===== src/rtl/hss_pkg.sv =====
// ----------------------------------------------------------------------------
// Substring search package
// Shared constants for the Horspool substring search block.
// ----------------------------------------------------------------------------
`default_nettype none

package hss_pkg;

    localparam int NEEDLE_MAX_DEF  = 64;
    localparam int OFFSET_BITS_DEF = 32;
    localparam int ALPHABET        = 256;
    localparam int RESULT_BITS     = 32;

    localparam logic REQ_NEEDLE   = 1'b0;
    localparam logic REQ_HAYSTACK = 1'b1;

endpackage

`default_nettype wire


===== src/rtl/hss_cell.sv =====
// ----------------------------------------------------------------------------
// Window compare cell
// Holds one needle byte and one window byte; shifts the window byte to the
// next cell and reports whether its active position matches.
// ----------------------------------------------------------------------------
`default_nettype none

module hss_cell
    import hss_pkg::*;
(
    input  wire logic       i_clk,
    input  wire logic       i_shift,
    input  wire logic [7:0] i_win_byte,
    input  wire logic       i_ndl_we,
    input  wire logic [7:0] i_ndl_byte,
    input  wire logic [7:0] i_cmp_byte,
    input  wire logic       i_active,
    output logic      [7:0] o_win_byte,
    output logic            o_ok
);

    logic [7:0] r_win;
    logic [7:0] r_ndl;

    always_ff @(posedge i_clk) begin
        if (i_shift) begin
            r_win <= i_win_byte;
        end
        if (i_ndl_we) begin
            r_ndl <= i_ndl_byte;
        end
    end

    assign o_win_byte = r_win;
    assign o_ok = !i_active || (i_cmp_byte == r_ndl);

endmodule

`default_nettype wire


===== config.mk =====
export PLATFORM = sky130hd
export DESIGN_NAME = hss_cell
export DESIGN_NICKNAME = d
export VERILOG_FILES = /design/src/rtl/hss_pkg.sv /design/src/rtl/hss_cell.sv
export SDC_FILE = /design/constraint.sdc
export NUM_CORES = 1
export LEC_CHECK = 0
export BUFFER_PORTS_ARGS = -buffer_cell sky130_fd_sc_hd__buf_4
export CORE_MARGIN = 3
export CORE_UTILIZATION = 40
export CTS_BUF_LIST = sky130_fd_sc_hd__clkbuf_16
export CTS_CLUSTER_SIZE = 20
export DETAILED_ROUTE_END_ITERATION = 16
export PLACE_DENSITY = 0.84
export SYNTH_ARGS = -nofsm -noshare
export SYNTH_HDL_FRONTEND = slang
export SYNTH_SLANG_ARGS = --single-unit

===== constraint.sdc =====
create_clock -name i_clk -period 2.35 [get_ports i_clk]
set_input_delay 0.235 -clock i_clk [delete_from_list [all_inputs] [get_ports i_clk]]
set_output_delay 0.235 -clock i_clk [all_outputs]
set_load 0.02 [all_outputs]

### Word level (Yosys, flattened, before mapping)

Cells that the tools add are included.

| storage, ports and cells | value |
|---|---|
| memories kept | 0 |
| bits in latches | 0 |
| ROM bits | 0 |
| RAM bits | 0 |
| output and inout port bits | 9 |
| word-level logic and storage cells | 5 |
| register bits | 16 |

| cells by class | value |
|---|---|
| divide/modulo/power cells | 0 |
| bitwise logic cells | 0 |
| $add $sub $neg | 0 |
| equal/unequal tests | 1 |
| magnitude comparators | 0 |
| reductions and logical operators | 2 |
| shift-type cells | 0 |
| multipliers | 0 |
| muxes and demuxes | 0 |

Operators with widths:

| operator | count |
|---|---|
| 8-bit == test | 1 |
| 1-bit zero test | 1 |
| 1-bit logical OR | 1 |

### Longest topological paths before layout

Gate-level depths: netlist (run 1).

| depth | value |
|---|---|
| word-level depth | 2 |
| depth in mapped cells | 3 |

### Worst setup path before layout (run 1)

No wires, ideal clock.

| timing path | value |
|---|---|
| path type | register -> output |
| start point | register r_ndl[0] |
| end point | output o_ok |
| path slack | 1.161 ns |
| arrival time | 0.954 ns |
| required time | 2.115 ns |
| cell stages (with the launch flop) | 4 |
| cell sequence | edfxtp_1 > xnor2_1 > nand4_1 > o21ai_1 |

| on the way | value |
|---|---|
| longest elaborated chain between the ends | 2 |

RTL lines:

| item | RTL line | source |
|---|---|---|
| start: declaration | hss_cell.sv:23 | `logic [7:0] r_ndl;` |
| start signal: assignment | hss_cell.sv:30 | `r_ndl <= i_ndl_byte;` |
| 8-bit == test | hss_cell.sv:35 | `assign o_ok = !i_active \|\| (i_cmp_byte == r_ndl);` |
| 1-bit logical OR | hss_cell.sv:35 |  |
| end: declaration | hss_cell.sv:19 | `output logic o_ok` |

No other way between the ends.

### Worst setup path after layout (run 1)

| timing path | value |
|---|---|
| start point | register r_ndl[5] |
| end point | output o_ok |

Same word-level chain as after synthesis.

==> results of run 1 <==
## path summary, 6_finish.rpt
check / start / to / slack [ps] / cells after the start
worst max-delay path: r_ndl[5] / o_ok / 910 / 4
worst min-delay path: i_win_byte[6] / o_win_byte[6] / 170 / 1
## cell usage in the layout (no fill, tap or decap)
cell,instances
clkinv_1,1
buf_4,36
o21ai_1,1
xnor2_1,8
clkbuf_16,3
nand4_1,2
edfxtp_1,16
## registers in the layout, indices dropped and copies added, names as in the netlist
register / count
r_ndl: 8
o_win_byte: 8
## metrics by stage
step	power (uW)	util	instances
final	766	0.769	81
after global routing	799	0.769	81
after CTS	773	0.769	81
after detailed placement	446	0.704	77
after global placement	443	0.704	77
after floorplan	385	-	27
## layer usage
| layer | share of wire | wire [um] | global-route usage | up-vias |
|---|---|---|---|---|
| li1 | - | - | - | 182 |
| met1 | 0.28 | 326 | 0.122 | 172 |
| met2 | 0.59 | 704 | 0.311 | 25 |
| met3 | 0.095 | 112 | 0.0664 | 5 |
| met4 | 0.035 | 42 | 0.0723 | 0 |
| met5 | 0 | 0 | 0 | - |
## power breakdown
part | leakage, uW | total (uW) | switching, uW | internal, uW
logic | 0.000191 | 92.2 | 38.0 | 54.3
registers | 0.000157 | 348 | 7.68 | 340
clock network | 0.0000385 | 326 | 100 | 225
total | 0.000386 | 766 | 146 | 620
## cell type report
| cell class | instances | area (um2) | share of cell area |
|---|---|---|---|
| clock buffers | 3 | 75.1 | 0.0803 |
| multi-input cells | 11 | 87.6 | 0.0937 |
| flip-flops and latches | 16 | 480 | 0.514 |
| repair buffers | 36 | 270 | 0.289 |
| clock inverters | 1 | 3.75 | 0.00402 |
| well taps | 14 | 17.5 | 0.0187 |
## logic make-up (layout without fill, tap and decap cells)
logic type	after synthesis	after routing
AOI/OAI and AO/OA	1	1
xor gates and xnor gates	8	8
buffers and inverters	0	40
DFF	16	16
and+or+nand+nor	2	2
==> results.yml, run 1 <==
synth:
  ys.flop_type: "edfxtp_1"
  synthXorXnorAreaFrac: 0.123
  syn-cell-area_um2: 568
  synth_nets: 55
  ys_ff_latch: 16
  synthAdderAreaFrac: 0
  synth-compound-area-share: 0.00881
  synth-edff-count: 16
  synth-simple-area-share: 0.0220
  synth_top_family_by_area: "XOR/XNOR gates"
  synth_area_leaders: "edfxtp_1 (85%), xnor2_1 (12%), nand4_1 (2.2%)"
  synth_largest_area_cell: "edfxtp_1"
  syn-instance-count: 27
  yosysMostFrequentCell: "edfxtp_1"
  ys_types: 4
  synth-async-reset-ratio: 0
  synthMuxAreaShare: 0
  avgSynthCellArea_um2: 21.0
  synth_top_area_share: 0.846
  yosysWarnings: 0
  yosysSeqAreaShare: 0.846
  synth_common_cells: "edfxtp_1 (16), xnor2_1 (8), nand4_1 (2)"
floorplan:
  die_height_um: 43.7
  core_area_um2: 1220
  start_util: 0.467
  io-pin-count: 37
  dieArea_um2: 1910
  fp-row-count: 12
  die_x_um: 43.7
run_status:
  run_status: "finished clean"
route:
  finalWirelength_um: 1190
  drc: 0
  wl_per_cell_um: 14.6
  final_antenna_net_count: 0
  drt-initial-drc-count: 5
  viasPerCell: 4.74
  num_vias: 384
  dr.pass1.iters: 4
critical_path:
  crit_path_max_incr_delay_ps: 380
  cp_slowest_cell: "edfxtp_1"
  crit_path_cell_trace: "xnor2_1 > nand4_1 > o21ai_1 > buf_4"
  arrival_ps: 1210
  crit_type: "register to output pin"
  start_kind: "register"
  worstSetupEndpointType: "output pin"
  path_delay_family: "flip-flops"
  path_max_fanout: 1
  cp_data_required_time_ps: 2120
  crit_buf_inv: 1
timing:
  finalCritPeriodShare: 0.614
  hold_slack_ps: 166
  max_slew.worst_pin.slew_ps: 148
  min_period_ps: 1440
  max_freq_mhz: 693
  drv_slew: 0
  hold_violations: 0
  relSlewSlack: 0.900
  tns_ps: 0
  setup_slack_ps: 907
  rsz0062_at_grt: "no"
  setup_viol: 0
power:
  vdd_drop_max_mv: 0.488
  cellPowerDensity_nw_per_um2: 819
  p_leak_uw: 0.000386
cells_and_area:
  fin_nets: 96
  final_layout_size_suffix_gt1_frac: 0.582
  design_area_um2: 935
  nFillCells: 79
  synthToLayoutAreaGrowth_pct: 64.5
  antenna_cells: 0
clock_network:
  clkTransAtPathRegs_ps: 50
  htreeDepth: 1
  cts_resized: 0
  cts_root_buf: "clkbuf_16"
  cts_tree: "done"
  clock_sinks: 16
  numCtsBuffers: 3
  clk_path_buf_depth: 2
  cts_setup_buffers: 0
  cts_hold_buf: 0
global_routing:
  antenna_found_initial: 0
  track_usage: 0.156
  grt_max_degree: 10
  grt_pass1_vias: 485
  grt_pass1_wl_um: 1990
  grt_overflow_total: 0
min_path:
  hp-class: "input port to register"
placement:
  place_ws_ps: 1150
  dpl_cell_area_um2: 856
  port_buffers: 36
  place_congestion: 0.593
job:
  drv_cap: 0
(Power assumes the default switching activity.)
==> run 2: changes to the inputs <==
--- a/config.mk
+++ b/config.mk
@@ -7,11 +7,11 @@
 export LEC_CHECK = 0
 export BUFFER_PORTS_ARGS = -buffer_cell sky130_fd_sc_hd__buf_4
 export CORE_MARGIN = 3
-export CORE_UTILIZATION = 40
+export CORE_UTILIZATION = 39
 export CTS_BUF_LIST = sky130_fd_sc_hd__clkbuf_16
 export CTS_CLUSTER_SIZE = 20
 export DETAILED_ROUTE_END_ITERATION = 16
-export PLACE_DENSITY = 0.84
+export PLACE_DENSITY = 0.82
 export SYNTH_ARGS = -nofsm -noshare
 export SYNTH_HDL_FRONTEND = slang
 export SYNTH_SLANG_ARGS = --single-unit
==> constraint.sdc (replaced) <==
create_clock -name i_clk -period 1.5 [get_ports i_clk]
set_input_delay 0.15 -clock i_clk [delete_from_list [all_inputs] [get_ports i_clk]]
set_output_delay 0.15 -clock i_clk [all_outputs]
set_load 0.02 [all_outputs]
==> run 2 against run 1 <==
  * Setup slack worse by 720 ps
  * Routed wire length shrank 12%
  * Highest routed layer unchanged
  * Total power is 54% higher
  * Critical endpoint unchanged
  * Utilization decreased by 6.7 points
  * Die area rose by 2.2%
==> results.yml, run 2 (synthesis results as in run 1) <==
run_status:
  run_status: "finished clean"
clock_network:
  cts_hold_buf: 0
  cts_setup_buffers: 0
  clk_path_buf_depth: 2
  cts_tree: "done"
  clkTransAtPathRegs_ps: 50
  cts_root_buf: "clkbuf_16"
  cts_resized: 0
  htreeDepth: 1
  clock_sinks: 16
  numCtsBuffers: 3
global_routing:
  antenna_found_initial: 0
  track_usage: 0.126
  use_met1: 0.0885
  busiest_layer: "met2"
  grt_pass1_wl_um: 1610
  grt_pass1_vias: 447
  grt_max_degree: 10
  use_met3: 0.0610
  grt_overflow_total: 0
  grtUsageMet2: 0.235
timing:
  max_freq_mhz: 761
  drv_slew: 0
  hold_violations: 0
  setup_slack_ps: 186
  max_slew.worst_pin.slew_ps: 124
  min_period_ps: 1310
  setup_viol: 0
  finalCritPeriodShare: 0.876
  rsz0062_at_grt: "no"
  relSlewSlack: 0.917
  tns_ps: 0
floorplan:
  core_area_um2: 1330
  die_height_um: 44.2
  die_x_um: 44.2
  fp-row-count: 13
  start_util: 0.426
  dieArea_um2: 1950
  io-pin-count: 37
min_path:
  hp-class: "input port to register"
critical_path:
  worstSetupEndpointType: "output pin"
  path_delay_family: "flip-flops"
  crit_path_cell_trace: "xnor2_1 > nand4_1 > o21ai_1 > buf_4"
  cp_data_required_time_ps: 1350
  path_max_fanout: 1
  arrival_ps: 1160
  crit_type: "register to output pin"
  cp_slowest_cell: "edfxtp_1"
  crit_buf_inv: 1
  start_kind: "register"
  crit_path_max_incr_delay_ps: 370
route:
  viasPerCell: 4.60
  drt-initial-drc-count: 0
  dr.pass1.iters: 1
  drc: 0
  num_vias: 377
  final_antenna_net_count: 0
  wl_per_cell_um: 12.8
  finalWirelength_um: 1050
placement:
  place_congestion: 0.691
  port_buffers: 36
  place_ws_ps: 417
cells_and_area:
  final_common_cell: "buf_4"
  final_layout_size_suffix_gt1_frac: 0.582
  fin_util: 0.702
  nFillCells: 94
  antenna_cells: 0
  fin_nets: 96
  final_cell_mix: "buf_4 (36), edfxtp_1 (16), xnor2_1 (8)"
  synthToLayoutAreaGrowth_pct: 64.8
power:
  power_uw: 1180
  cellPowerDensity_nw_per_um2: 1260
  p_leak_uw: 0.000386
  vdd_drop_max_mv: 0.818
job:
  drv_cap: 0
-- run 2: through the flow --
stage	cell area, um2	std cells	hold WS (ps)
final	936	82	85.6
after CTS	936	82	82.9
after detailed placement	857	78	329
after global routing	936	82	77.9
after global placement	857	78	328
after floorplan	568	27	249
-- run 2: final timing paths --
path,start,slack (ps),endpoint,cells past startpoint
worst max-delay path,r_ndl[2],190,o_ok,4
worst min-delay path,i_win_byte[6],90,o_win_byte[6],1
-- run 2: cell type report --
type	instances	area, um2	area share
Tap cell	15	18.8	0.0201
Timing Repair Buffer	36	270	0.289
Clock inverter	1	3.75	0.00401
Clock buffer	3	75.1	0.0802
Multi-Input combinational cell	11	87.6	0.0936
Sequential cell	16	480	0.513
-- run 2: routing by layer --
layer / up-vias / share of wire
li1: 182 / -
met1: 165 / 0.27
met2: 28 / 0.57
met3: 2 / 0.15
met4: 0 / 0.014
met5: - / 0
-- run 2: report_power, final --
| part | leakage (uW) | switching [uW] | internal (uW) |
|---|---|---|---|
| clock network | 0.0000385 | 144 | 352 |
| logic | 0.000191 | 56.7 | 85.0 |
| registers | 0.000157 | 12.3 | 533 |
==> run 3: changes to the inputs <==
--- a/config.mk
+++ b/config.mk
@@ -5,9 +5,10 @@
 export SDC_FILE = /design/constraint.sdc
 export NUM_CORES = 1
 export LEC_CHECK = 0
+export ABC_AREA = 1
 export BUFFER_PORTS_ARGS = -buffer_cell sky130_fd_sc_hd__buf_4
 export CORE_MARGIN = 3
-export CORE_UTILIZATION = 39
+export CORE_UTILIZATION = 40
 export CTS_BUF_LIST = sky130_fd_sc_hd__clkbuf_16
 export CTS_CLUSTER_SIZE = 20
 export DETAILED_ROUTE_END_ITERATION = 16
==> run 3 against run 2 <==
  * Design area is 5.2% higher
  * Non-clock buffer count did not move
  * Clock power decreased by 3%
  * Synthesized cell count is 78% higher
  * Setup slack lost 16 ps
  * Combinational power rose by 6%
  * Final cell count up 24%
  * Utilization is 1.1 points higher
  * Largest power group unchanged
  * Highest routed layer is now met3
==> results.yml, run 3 <==
power:
  p_leak_uw: 0.000467
  cellPowerDensity_nw_per_um2: 1200
  vdd_drop_max_mv: 0.945
min_path:
  hp-class: "input port to register"
clock_network:
  cts_resized: 0
  clk_path_buf_depth: 2
  cts_root_buf: "clkbuf_16"
  numCtsBuffers: 3
  cts_hold_buf: 0
  clkTransAtPathRegs_ps: 40
  cts_tree: "done"
  htreeDepth: 1
  clock_sinks: 16
  cts_setup_buffers: 0
synth:
  synth-edff-count: 16
  yosysWarnings: 0
  synth_common_cells: "nand2_1 (18), edfxtp_1 (16), inv_1 (8)"
  yosysMostFrequentCell: "nand2_1"
  synth_largest_area_cell: "edfxtp_1"
  yosysSeqAreaShare: 0.774
  synth_top_area_share: 0.774
  syn-instance-count: 48
  synth-async-reset-ratio: 0
  ys.flop_type: "edfxtp_1"
  syn-cell-area_um2: 621
  synth_nets: 76
  avgSynthCellArea_um2: 12.9
  synth_area_leaders: "edfxtp_1 (77%), nand2_1 (11%), xnor2_1 (5.6%)"
  ys_ff_latch: 16
  ys_types: 5
placement:
  dp_hpwl_um: 903
  port_buffers: 36
  place_congestion: 0.612
cells_and_area:
  synthToLayoutAreaGrowth_pct: 58.7
  antenna_cells: 0
  final_cell_mix: "buf_4 (36), nand2_1 (18), edfxtp_1 (16)"
  fin_util: 0.712
  final_common_cell: "buf_4"
  fin_nets: 117
  nFillCells: 103
  final_layout_size_suffix_gt1_frac: 0.448
critical_path:
  crit_type: "register to output pin"
  cp_slowest_cell: "edfxtp_1"
  path_max_fanout: 1
  cp_common_cell: "nand2_1"
  arrival_ps: 1180
  start_kind: "register"
  crit_path_cell_trace: "xnor2_1 > nand2_1 > nor2_1 > nand2_1 > nand2_1 > buf_4"
  worstSetupEndpointType: "output pin"
  cp_data_required_time_ps: 1350
  crit_path_max_incr_delay_ps: 370
global_routing:
  antenna_found_initial: 0
  grt_pass1_wl_um: 1710
  grt_max_degree: 9
  track_usage: 0.118
  grt_pass1_vias: 486
  grt_overflow_total: 0
timing:
  drv_slew: 0
  min_period_ps: 1330
  setup_viol: 0
  rsz0062_at_grt: "no"
  max_freq_mhz: 752
  hold_violations: 0
  relSlewSlack: 0.904
  tns_ps: 0
  max_slew.worst_pin.slew_ps: 143
  finalCritPeriodShare: 0.887
floorplan:
  core_area_um2: 1380
  start_util: 0.449
  io-pin-count: 37
  fp-row-count: 13
  die_x_um: 45.4
  die_height_um: 45.4
  dieArea_um2: 2060
route:
  finalWirelength_um: 1100
  wl_per_cell_um: 10.8
  drt-initial-drc-count: 10
  num_vias: 461
  viasPerCell: 4.52
  final_antenna_net_count: 0
  drc: 0
  dr.pass1.iters: 4
run_status:
  run_status: "finished clean"
job:
  drv_cap: 0
## run 3: cell count changes after synthesis
cell	before	now
nand4_1	2	0
inv_1	0	8
o21ai_1	1	0
nand2_1	0	18
nor2_1	0	2
xnor2_1	8	4
## run 3: layout make-up
type,instances,area [um2],share of cell area
clock buffer,3,75.1,0.0762
timing repair buffer,36,270,0.274
multi-input combinational,24,110,0.112
inverter,8,30.0,0.0305
tap,15,18.8,0.0191
sequential,16,480,0.488
## run 3: metrics by stage
step,instances,cell area [um2],setup slack (ps),total power [uW],hold slack (ps)
final,102,985,170,1180,87.6
after global routing,102,985,51.5,1230,80.4
after CTS,102,985,158,1190,85.8
after detailed placement,99,910,412,705,329
after global placement,99,910,445,698,328
after floorplan,48,621,499,609,249
## run 3: worst paths after layout
path	from	end	slack [ps]	cells past startpoint
worst max-delay path	r_ndl[2]	o_ok	170	6
worst min-delay path	i_ndl_byte[7]	r_ndl[7]	90	1
## run 3: worst max-delay path, delay by kind of cell, from the launching register on
kind | cells | cell delay, ps
and+or+nand+nor | 4 | 260
xor gates and xnor gates | 1 | 180
DFF | 1 | 370
buffers and inverters | 1 | 130
## run 3: layer usage
metal	vias to the layer above	wire length (um)	track usage	part of all wire
met2	24	639	0.240	0.58
met3	0	141	0.0514	0.13
li1	230	-	-	-
met5	-	0	0	0
met4	0	0	0.0526	0
met1	207	320	0.0890	0.29
## run 3: cells by family (layout without fill, tap and decap cells)
family,after synthesis,in the layout,synth area share
DFF,16,16,0.774
xor gates and xnor gates,4,4,0.0564
buffers and inverters,8,47,0.0484
and+or+nand+nor,20,20,0.121
## run 3: power by group
group | total (uW) | leakage (uW) | internal (uW) | switching [uW]
logic | 150 | 0.000273 | 84.3 | 65.6
registers | 547 | 0.000157 | 534 | 13.0
clock network | 481 | 0.0000370 | 347 | 134
